==> config.mk <==
export PLATFORM = sky130hd
export DESIGN_NAME = unsigned_to_radix_text
export DESIGN_NICKNAME = d
export VERILOG_FILES = /design/src/rtl/utrt_pkg.sv /design/src/rtl/unsigned_to_radix_text.sv /design/src/rtl/utrt_bcd.sv
export SDC_FILE = /design/constraint.sdc
export NUM_CORES = 1
export LEC_CHECK = 0
export ABC_AREA = 1
export BUFFER_PORTS_ARGS = -buffer_cell sky130_fd_sc_hd__clkbuf_2
export CAP_MARGIN = 30
export CORE_ASPECT_RATIO = 0.6
export CORE_MARGIN = 10
export CORE_UTILIZATION = 55
export DETAILED_ROUTE_END_ITERATION = 16
export GPL_ROUTABILITY_DRIVEN = 0
export PLACE_DENSITY = 0.7
export RECOVER_POWER = 25
export SYNTH_ARGS = -nofsm -noshare
export SYNTH_HDL_FRONTEND = slang
export SYNTH_SLANG_ARGS = --single-unit
==> constraint.sdc <==
create_clock -name clk -period 5.7 [get_ports clk]
set_input_delay 1.425 -clock clk [delete_from_list [all_inputs] [get_ports clk]]
set_output_delay 1.425 -clock clk [all_outputs]
set_load 0.02 [all_outputs]
==> src/rtl/utrt_pkg.sv <==
// Shared types, constants and the digit glyph function for the radix text converter.
`timescale 1ns / 1ps
`default_nettype none

package utrt_pkg;

	// Input beat: value to convert and radix selector.
	typedef struct packed {
		logic [15:0] value;
		logic [7:0]  mode;
	} in_t;

	// Output beat: one character or the error marker.
	typedef struct packed {
		logic [7:0] out_char;
		logic       char_valid;
		logic       is_last;
		logic       bad_radix;
		logic [4:0] digit_count;
	} out_t;

	// Radix selector codes.
	localparam logic [7:0] RADIX_BIN = 8'd2;
	localparam logic [7:0] RADIX_OCT = 8'd8;
	localparam logic [7:0] RADIX_DEC = 8'd10;
	localparam logic [7:0] RADIX_HEX = 8'd16;
	localparam logic [7:0] RADIX_MAX = 8'd16;

	// Digit counts of the fixed-width radixes and the longest decimal value.
	localparam logic [4:0] BIN_DIGITS = 5'd16;
	localparam logic [4:0] OCT_DIGITS = 5'd6;
	localparam logic [4:0] HEX_DIGITS = 5'd4;
	localparam logic [4:0] DEC_DIGITS = 5'd5;

	// Prefix characters.
	localparam logic [7:0] CH_ZERO = 8'h30;
	localparam logic [7:0] CH_B    = 8'h62;
	localparam logic [7:0] CH_O    = 8'h6F;
	localparam logic [7:0] CH_D    = 8'h64;
	localparam logic [7:0] CH_X    = 8'h78;
	localparam logic [7:0] CH_U    = 8'h75;

	// Upper-case ASCII glyph of one digit.
	function automatic logic [7:0] digit_glyph(input logic [3:0] d);
		logic [7:0] g;
		if (d < 4'd10) begin
			g = CH_ZERO + {4'b0, d};
		end else begin
			g = 8'h37 + {4'b0, d};
		end
		return g;
	endfunction

endpackage

`default_nettype wire

==> src/rtl/unsigned_to_radix_text.sv <==
// Top level of the radix text converter: sequencer, digit shift register and output register.
`timescale 1ns / 1ps
`default_nettype none

// Converts a 16-bit unsigned value to ASCII text in radix 2, 8, 10 or 16.
// The input channel (in_valid, in_ready, in_data) takes one value and radix per
// beat; the output channel (out_valid, out_ready, out_data) gives one character
// per beat: a two-character prefix, then digits most significant first. The
// last beat of each input has is_last set and carries the digit count. A radix
// above sixteen gives a single error beat.
// One input is worked on at a time. Binary, octal and hex digits leave a 20-bit
// shift register one digit per cycle while the output register can take them.
// Decimal first runs a bit-serial BCD conversion, then drops leading zeros,
// keeping at least one digit, then emits the prefix and the remaining digits;
// the dropped and the emitted digits always add up to five.
// in_ready is high while the sequencer is idle; the last beat of one input may
// still wait in the output register while the next input is taken.
// When the receiver stalls, the sequencer holds until the output register
// empties; nothing is dropped. Reset clears the sequencer and output valid.

module unsigned_to_radix_text
	import utrt_pkg::*;
(
	input  wire logic clk,
	input  wire logic arst_n,
	input  wire logic in_valid,
	output logic      in_ready,
	input  wire in_t  in_data,
	output logic      out_valid,
	input  wire logic out_ready,
	output out_t      out_data
);

	// Sequencer states.
	localparam logic [2:0] S_IDLE = 3'd0;
	localparam logic [2:0] S_CONV = 3'd1;
	localparam logic [2:0] S_LEAD = 3'd2;
	localparam logic [2:0] S_PFX0 = 3'd3;
	localparam logic [2:0] S_PFX1 = 3'd4;
	localparam logic [2:0] S_DIG  = 3'd5;
	localparam logic [2:0] S_ERR  = 3'd6;

	// Digit widths of the shift register.
	localparam logic [1:0] K_BIN = 2'd0;
	localparam logic [1:0] K_OCT = 2'd1;
	localparam logic [1:0] K_HEX = 2'd2;

	logic [2:0]  state_q;
	logic [1:0]  kind_q;
	logic [19:0] sh_q;
	logic [4:0]  rem_q;
	logic [4:0]  tot_q;
	logic [7:0]  pfx0_q;
	logic [7:0]  pfx1_q;
	logic        out_valid_q;
	out_t        out_q;

	logic        accept;
	logic        slot_free;
	logic        emit;
	logic        bcd_start;
	logic        bcd_done;
	logic [19:0] bcd;
	logic [3:0]  digit;
	logic [19:0] sh_next;
	logic        last_digit;

	assign in_ready  = (state_q == S_IDLE);
	assign accept    = in_valid && in_ready;
	assign slot_free = !out_valid_q || out_ready;
	assign emit      = slot_free && ((state_q == S_PFX0) || (state_q == S_PFX1)
		|| (state_q == S_DIG) || (state_q == S_ERR));
	assign bcd_start  = accept && (in_data.mode == RADIX_DEC);
	assign last_digit = (rem_q == 5'd1);

	utrt_bcd u_bcd (
		.clk    (clk),
		.arst_n (arst_n),
		.start  (bcd_start),
		.value  (in_data.value),
		.done   (bcd_done),
		.bcd    (bcd)
	);

	// Top digit of the shift register and the register after one digit leaves.
	always_comb begin
		case (kind_q)
			K_BIN: begin
				digit   = {3'b0, sh_q[19]};
				sh_next = {sh_q[18:0], 1'b0};
			end
			K_OCT: begin
				digit   = {1'b0, sh_q[19:17]};
				sh_next = {sh_q[16:0], 3'b0};
			end
			default: begin
				digit   = sh_q[19:16];
				sh_next = {sh_q[15:0], 4'b0};
			end
		endcase
	end

	// Sequencer state.
	always_ff @(posedge clk or negedge arst_n) begin
		if (!arst_n) begin
			state_q <= S_IDLE;
		end else begin
			case (state_q)
				S_IDLE: begin
					if (accept) begin
						if (in_data.mode > RADIX_MAX) begin
							state_q <= S_ERR;
						end else if (in_data.mode == RADIX_DEC) begin
							state_q <= S_CONV;
						end else begin
							state_q <= S_PFX0;
						end
					end
				end
				S_CONV: begin
					if (bcd_done) begin
						state_q <= S_LEAD;
					end
				end
				S_LEAD: begin
					if ((sh_q[19:16] != 4'd0) || (rem_q == 5'd1)) begin
						state_q <= S_PFX0;
					end
				end
				S_PFX0: begin
					if (slot_free) begin
						state_q <= S_PFX1;
					end
				end
				S_PFX1: begin
					if (slot_free) begin
						state_q <= (tot_q == 5'd0) ? S_IDLE : S_DIG;
					end
				end
				S_DIG: begin
					if (slot_free && last_digit) begin
						state_q <= S_IDLE;
					end
				end
				S_ERR: begin
					if (slot_free) begin
						state_q <= S_IDLE;
					end
				end
				default: begin
					state_q <= S_IDLE;
				end
			endcase
		end
	end

	// Per-input data: prefix, digit register and digit counters.
	always_ff @(posedge clk) begin
		if (accept) begin
			pfx0_q <= CH_ZERO;
			kind_q <= K_HEX;
			sh_q   <= {in_data.value, 4'b0};
			case (in_data.mode)
				RADIX_BIN: begin
					pfx1_q <= CH_B;
					kind_q <= K_BIN;
					tot_q  <= BIN_DIGITS;
					rem_q  <= BIN_DIGITS;
				end
				RADIX_OCT: begin
					pfx1_q <= CH_O;
					kind_q <= K_OCT;
					sh_q   <= {2'b0, in_data.value, 2'b0};
					tot_q  <= OCT_DIGITS;
					rem_q  <= OCT_DIGITS;
				end
				RADIX_HEX: begin
					pfx1_q <= CH_X;
					tot_q  <= HEX_DIGITS;
					rem_q  <= HEX_DIGITS;
				end
				RADIX_DEC: begin
					pfx1_q <= CH_D;
					tot_q  <= DEC_DIGITS;
					rem_q  <= DEC_DIGITS;
				end
				default: begin
					pfx0_q <= CH_U;
					pfx1_q <= CH_D;
					tot_q  <= 5'd0;
					rem_q  <= 5'd0;
				end
			endcase
		end else if (state_q == S_CONV) begin
			if (bcd_done) begin
				sh_q <= bcd;
			end
		end else if (state_q == S_LEAD) begin
			// Drop leading zero digits, keeping at least one.
			if ((sh_q[19:16] == 4'd0) && (rem_q != 5'd1)) begin
				sh_q  <= sh_next;
				rem_q <= rem_q - 5'd1;
			end else begin
				tot_q <= rem_q;
			end
		end else if ((state_q == S_DIG) && slot_free) begin
			sh_q  <= sh_next;
			rem_q <= rem_q - 5'd1;
		end
	end

	// Output register valid flag.
	always_ff @(posedge clk or negedge arst_n) begin
		if (!arst_n) begin
			out_valid_q <= 1'b0;
		end else if (emit) begin
			out_valid_q <= 1'b1;
		end else if (out_ready) begin
			out_valid_q <= 1'b0;
		end
	end

	// Output register payload.
	always_ff @(posedge clk) begin
		if (emit) begin
			case (state_q)
				S_PFX0: begin
					out_q <= '{out_char: pfx0_q, char_valid: 1'b1, is_last: 1'b0,
						bad_radix: 1'b0, digit_count: 5'd0};
				end
				S_PFX1: begin
					out_q <= '{out_char: pfx1_q, char_valid: 1'b1,
						is_last: (tot_q == 5'd0), bad_radix: 1'b0, digit_count: 5'd0};
				end
				S_DIG: begin
					out_q <= '{out_char: digit_glyph(digit), char_valid: 1'b1,
						is_last: last_digit, bad_radix: 1'b0,
						digit_count: last_digit ? tot_q : 5'd0};
				end
				default: begin
					out_q <= '{out_char: 8'd0, char_valid: 1'b0, is_last: 1'b1,
						bad_radix: 1'b1, digit_count: 5'd0};
				end
			endcase
		end
	end

	assign out_valid = out_valid_q;
	assign out_data  = out_q;

endmodule

`default_nettype wire

==> src/rtl/utrt_bcd.sv <==
// Bit-serial shift-and-add-three converter from 16-bit binary to five BCD digits.
`timescale 1ns / 1ps
`default_nettype none

module utrt_bcd
	import utrt_pkg::*;
(
	input  wire logic        clk,
	input  wire logic        arst_n,
	input  wire logic        start,
	input  wire logic [15:0] value,
	output logic             done,
	output logic [19:0]      bcd
);

	logic [15:0] bin_q;
	logic [19:0] bcd_q;
	logic [3:0]  cnt_q;
	logic        busy_q;
	logic        done_q;
	logic [19:0] adj;

	// Add three to every digit of five or more before the next shift.
	always_comb begin
		for (int i = 0; i < 5; i++) begin
			if (bcd_q[4*i +: 4] > 4'd4) begin
				adj[4*i +: 4] = bcd_q[4*i +: 4] + 4'd3;
			end else begin
				adj[4*i +: 4] = bcd_q[4*i +: 4];
			end
		end
	end

	// Control: one value bit enters per cycle, sixteen bits in all.
	always_ff @(posedge clk or negedge arst_n) begin
		if (!arst_n) begin
			busy_q <= 1'b0;
			done_q <= 1'b0;
			cnt_q  <= '0;
		end else begin
			done_q <= busy_q && (cnt_q == 4'd0);
			if (start) begin
				busy_q <= 1'b1;
				cnt_q  <= 4'd15;
			end else if (busy_q) begin
				cnt_q <= cnt_q - 4'd1;
				if (cnt_q == 4'd0) begin
					busy_q <= 1'b0;
				end
			end
		end
	end

	// Data shift registers.
	always_ff @(posedge clk) begin
		if (start) begin
			bin_q <= value;
			bcd_q <= '0;
		end else if (busy_q) begin
			bin_q <= {bin_q[14:0], 1'b0};
			bcd_q <= {adj[18:0], bin_q[15]};
		end
	end

	assign done = done_q;
	assign bcd  = bcd_q;

endmodule

`default_nettype wire

# ---- Word-level counts from Yosys, hierarchy flattened
# Cells that the tools add are included.
dict set report totals {
  register_bits 110
  input_bits 28
  out_inout_bits 18
  wordCells 138
}
dict set report op_classes {
  addsub 9
  magnitude_cmp 7
  n_eq_ne 25
  muxes 50
  reduce_logical 29
}
# op n
set op_table {}
lappend op_table {{$mux 20} 7}
lappend op_table {{$mux 5} 10}
lappend op_table {{$pmux 16 s3} 1}
lappend op_table {{$pmux 20 s2} 1}
lappend op_table {{$mux 16} 2}
lappend op_table {{$mux 3} 10}
lappend op_table {{$mux 4} 6}
lappend op_table {{$pmux 3 s7} 1}
lappend op_table {{$gt 4x3->1 const B} 5}
lappend op_table {{$pmux 5 s4} 1}
lappend op_table {{$add 4x2->4 const B} 4}
lappend op_table {{$eq 8x4->1 const B} 2}
lappend op_table {{$pmux 5 s3} 1}
lappend op_table {{$add 6x4->7 const A} 2}
lappend op_table {{$mux 7} 2}
lappend op_table {{$ne 2x2->1 const B} 7}
lappend op_table {{$eq 3x3->1 const B} 3}
lappend op_table {{$reduce_and 3->1} 3}
lappend op_table {{$eq 8x2->1 const B} 1}
lappend op_table {{$eq 8x5->1 const B} 1}
lappend op_table {{$gt 8x5->1 const B} 1}
lappend op_table {{$logic_not 4->1} 2}
lappend op_table {{$pmux 4 s2} 1}
lappend op_table {{$reduce_bool 4->1} 2}
lappend op_table {{25 further kinds} 44}

# ---- Logic depth before layout (Yosys ltp)
dict set report depth {
  depth_word 7
  mapped_depth 12
  depth_no_buf 12
}

# ---- Hierarchy
# From an unflattened synthesis, not the netlist that was laid out.
dict set report hier_totals {
  cells_unflattened 707
  hier_area_um2 5582.9
}
# mod instances cells_each area_each_um2 seq_area_each_um2
set by_module_without_submodules {}
lappend by_module_without_submodules {unsigned_to_radix_text 1 432 3385.7 1661.6}
lappend by_module_without_submodules {utrt_bcd 1 275 2197.1 1031.0}

# ---- Worst setup path after synthesis
# No wires, ideal clock.
dict set report synth_timing {
  path_kind {input port to flip-flop}
  start {in out_ready}
  end {reg sh_q[0] (enable)}
  setup_ps 378
  t_arrival_ps 2456
  required_time_ps 5322
  slack_ps 2867
  cell_stages 6
  path_cell_list {inv_1 nand2_1 inv_1 nor2_1 nand3b_1 o21a_1}
}
dict set report synth_via {
  elab_chain_len 4
}
# item line
set synth_rtl {}
lappend synth_rtl {{start: declaration} unsigned_to_radix_text.sv:30} ;# input wire logic out_ready,
lappend synth_rtl {{$logic_or 1x1->1} unsigned_to_radix_text.sv:70} ;# assign slot_free = !out_valid_q || out_ready;
lappend synth_rtl {{$logic_and 1x1->1} unsigned_to_radix_text.sv:206} ;# end else if ((state_q == S_DIG) && slot_free) begin
lappend synth_rtl {{$reduce_bool 4->1 (no line)} -}
lappend synth_rtl {{$reduce_and 3->1 (no line)} -}
lappend synth_rtl {{end signal: assignment} unsigned_to_radix_text.sv:162} ;# sh_q <= {in_data.value, 4'b0};
lappend synth_rtl {{end signal: assignment} unsigned_to_radix_text.sv:201} ;# sh_q <= sh_next;
lappend synth_rtl {{end signal: assignment} unsigned_to_radix_text.sv:207} ;# sh_q <= sh_next;
lappend synth_rtl {{end: declaration} unsigned_to_radix_text.sv:50} ;# logic [19:0] sh_q;
# Every way passes these cells.
# A chain may end at the register's enable or synchronous reset.

# ---- Final worst setup path
dict set report layout_timing {
  start {in in_data[4] (netlist name)}
  end {reg u_bcd.bin_q[15] (enable)}
}
dict set report layout_via {
  elab_chain_len 3
}
# item line
set layout_rtl {}
lappend layout_rtl {{start: declaration} unsigned_to_radix_text.sv:28} ;# input wire in_t in_data,
lappend layout_rtl {{$eq 8x4->1} unsigned_to_radix_text.sv:73} ;# assign bcd_start = accept && (in_data.mode == RADIX_DEC);
lappend layout_rtl {{$logic_and 1x1->1} unsigned_to_radix_text.sv:73}
lappend layout_rtl {{$reduce_bool 2->1 (no line)} -}
lappend layout_rtl {{end signal: assignment} utrt_bcd.sv:57} ;# bin_q <= value;
lappend layout_rtl {{end signal: assignment} utrt_bcd.sv:60} ;# bin_q <= {bin_q[14:0], 1'b0};
lappend layout_rtl {{end: declaration} utrt_bcd.sv:16} ;# logic [15:0] bin_q;
# Every way passes these cells.

==> flow_summary_export.csv <==
group,metric,value,unit
pwr,irDropWorstVdd,0.000235,V
setup_path,start_kind,"input pin",
setup_path,reg2reg_to,"out_data[14]",
cells_and_area,num_antenna_cells,0,
status,outcome,"finished clean",
die,rows,28,
drt,drt_pre_antenna_iters,7,
clock_tree,h-tree-depth,3,
global_route,grt_max_degree,40,
setup_path,max_stage_delay,0.54,ns
cells_and_area,final_util,61.6,%
synthesis,yosys_warnings,0,
setup_path,ff2ff_setup_slack,2.89,ns
clock_tree,clk_pin_slew,0.07,ns
drt,wl,14700,um
placed_design,placed_area,0.00580,sq mm
cells_and_area,stdcell_area,0.00607,sq mm
placed_design,dp_hpwl,10900,um
drt,vias,4845,
setup_path,path_buf_inv,3,
global_route,overflow,0,
setup_path,crit_type,"input pin to flop",
die,pin_count,46,
synthesis,syn_nets,725,
timing,setup_ws,2.48,ns
die,die_x,150,um
timing,worst_pin_slew,1.14,ns
die,initial_utilization,56.3,%
synthesis,yosys.area.top_type_share,37.4,%
timing,fin_tns_setup,0,ns
job,cap_violations,0,
synthesis,ys_dominant_reg_cell,"edfxtp_1",
drt,postRouteAntennaNets,0,
global_route,antenna_found_initial,1,
drt,vias_per_cell,5.66,
clock_tree,cts-resized-gates,0,
drt,wl_per_cell,17.1,um
clock_tree,clockBufferDepth,2,
synthesis,synth_edf_count,69,
placed_design,post-place-ws,2.24,ns
synthesis,synth.distinct_cells,37,
timing,rsz0062_at_grt,"false",
clock_tree,cts_buffers,9,
synthesis,syn_area_per_cell,8.12,sq um
drt,drcViolationCount,0,
cells_and_area,syn_to_final_growth,9.48,%
setup_path,r2r_start,"kind_q[1]",
synthesis,async_flop_share,10.1,%
cells_and_area,drive_gt1_share,8.04,%
setup_path,cp-startpoint,"in_data[4]",
pwr,pwr_density_cell,571,mW/mm^2
die,core-area,0.00984,sq mm
drt,drtIter0Drc,539,
placed_design,dp.cells,840,
setup_path,path_depth,8,
clock_tree,holdBufCountCts,0,
synthesis,synthCells,683,
clock_tree,cts_setup_buffers,0,
timing,relSlewSlack,24.0,%
pwr,p_leak,2.83,nW
clock_tree,tritoncts,"yes",
pwr,total_power,3.47,mW
setup_path,crit_required,5.68,ns
synthesis,synth.area.top_cells,"edfxtp_1, nand2_1, dfxtp_1",
cells_and_area,num-nets-final,758,
timing,finalHoldWorstSlack,0.491,ns
synthesis,synth_area,0.00554,sq mm
die,die-area,0.0146,sq mm
global_route,grt_first_pass_wirelength,23400,um
timing,min_period,3.22,ns
timing,hold_viol,0,
min_path,worstHoldPathType,"flop to flop",
setup_path,worstSetupEndpointType,"flop",
cells_and_area,final_cells,856,
clock_tree,clock_latency,0.35,ns
synthesis,synth-seq-cells,99,
setup_path,crit_path_end,"u_bcd.bin_q[15]",
synthesis,synth_top_area_cell,"edfxtp_1",
clock_tree,cts_root_buf,"clkbuf_16",
setup_path,reg2reg_depth,11,
setup_path,slowest_stage,"inv_1",
timing,fin_worst_skew,0.00652,ns
global_route,grt_pass1_vias,4484,
timing,post-route-period-util,56.4,%
synthesis,synth_seq_area_share,49.1,%
placed_design,port-buffer-count,44,
setup_path,path_max_fanout,20,
timing,maxSlewViolCount,0,
setup_path,cp.arrival,3.20,ns
setup_path,path_delay_family,"simple AND/OR/NAND/NOR gates",
timing,setup_viol,0,
clock_tree,cts_sinks,99,
global_route,grt_usage,20.1,%
timing,max_freq,311,MHz
die,die_h,97.8,um
setup_path,path_cells,"clkbuf_2 -> inv_1 -> nand2_1 -> nor2_1 -> nand2_1 -> nor2_4 -> nor2_8 -> inv_1",
## worst reg2reg max path, cell delays in order (launching register included)
cell and delay (ns):
edfxtp_1 0.68, nor2_1 0.98, nand2_1 0.11, nand2_1 0.11, nor2_1 0.05, inv_1 0.08, ha_1 0.18, inv_1 0.06
nor2_1 0.14, nor2_1 0.09, nand2_1 0.06, nand2_1 0.05
## cells by family after synthesis
| kind of cell | after synthesis | synth area share, % |
|---|---|---|
| flip-flops | 99 | 49.1 |
| AND/OR/NAND/NOR | 315 | 24.0 |
| adder cells (fa/ha/maj) | 14 | 3.16 |
| AO/OA/AOI/OAI | 125 | 13.0 |
| other | 1 | 0.0677 |
| buffers and inverters | 119 | 9.05 |
| XOR/XNOR | 10 | 1.58 |
## state kept, by name, indices dropped and copies added (netlist names), 2 cells and up
register and flops:
sh_q 20, state_q 3, tot_q 5, rem_q 5, u_bcd.bin_q 16, pfx1_q 5
u_bcd.cnt_q 4, kind_q 2, out_data 15, u_bcd.bcd 20
## power breakdown
group / internal, mW / switching (mW)
clock: 0.341 / 0.272
sequential: 1.21 / 0.255
combinational: 0.445 / 0.946
## metal layers
metal	global-route usage (%)	up-vias	routed length, um
li1	-	2311	-
met1	30.2	2277	7000
met2	25.8	233	5840
met3	7.93	22	1670
met4	4.73	2	153
met5	0	-	17
## cell usage in the layout, fill, tap and decap left out, types with 10 or more instances in the layout
cell and instances:
a21oi_1 26, a22oi_1 12, clkbuf_1 12, clkbuf_2 33, dfrtp_1 10, dfxtp_1 20, edfxtp_1 69, ha_1 14
inv_1 94, nand2_1 202, nand3_1 38, nor2_1 55, o211ai_1 21, o21ai_0 53
## cell usage after synthesis (2+ instances only)
cell type	number
nand2_1	201
inv_1	93
edfxtp_1	69
nor2_1	53
o21ai_0	53
nand3_1	38
a21oi_1	26
o211ai_1	21
dfxtp_1	20
ha_1	14
a22oi_1	12
dfrtp_1	10
xor2_1	9
buf_2	8
clkbuf_1	6
nor3_1	6
o21ai_1	5
buf_6	4
nand4_1	4
nor2_4	4
a31oi_1	3
buf_4	3
inv_2	2
nand2_4	2
nand3b_1	2
nor2_2	2
o21bai_1	2
o22ai_1	2
## worst min path at each step
stage	cells after the start	end	start
global route	1	u_bcd.done	u_bcd.cnt_q[3]
finish	1	u_bcd.done	u_bcd.cnt_q[3]
CTS	1	u_bcd.done	u_bcd.cnt_q[3]
detailed placement	1	u_bcd.done	u_bcd.cnt_q[3]
global placement	1	u_bcd.done	u_bcd.cnt_q[3]
floorplan	1	u_bcd.done	u_bcd.cnt_q[3]
## area by class of cell
cell class | count | area [sq um]
Clock buffer | 10 | 229
Clock inverter | 6 | 65.1
Fill cell | 864 | 3780
Inverter | 96 | 363
Multi-Input combinational cell | 465 | 2310
Sequential cell | 99 | 2720
Tap cell | 135 | 169
Timing Repair Buffer | 45 | 214
No activity file was read; power rests on OpenSTA's default activity.
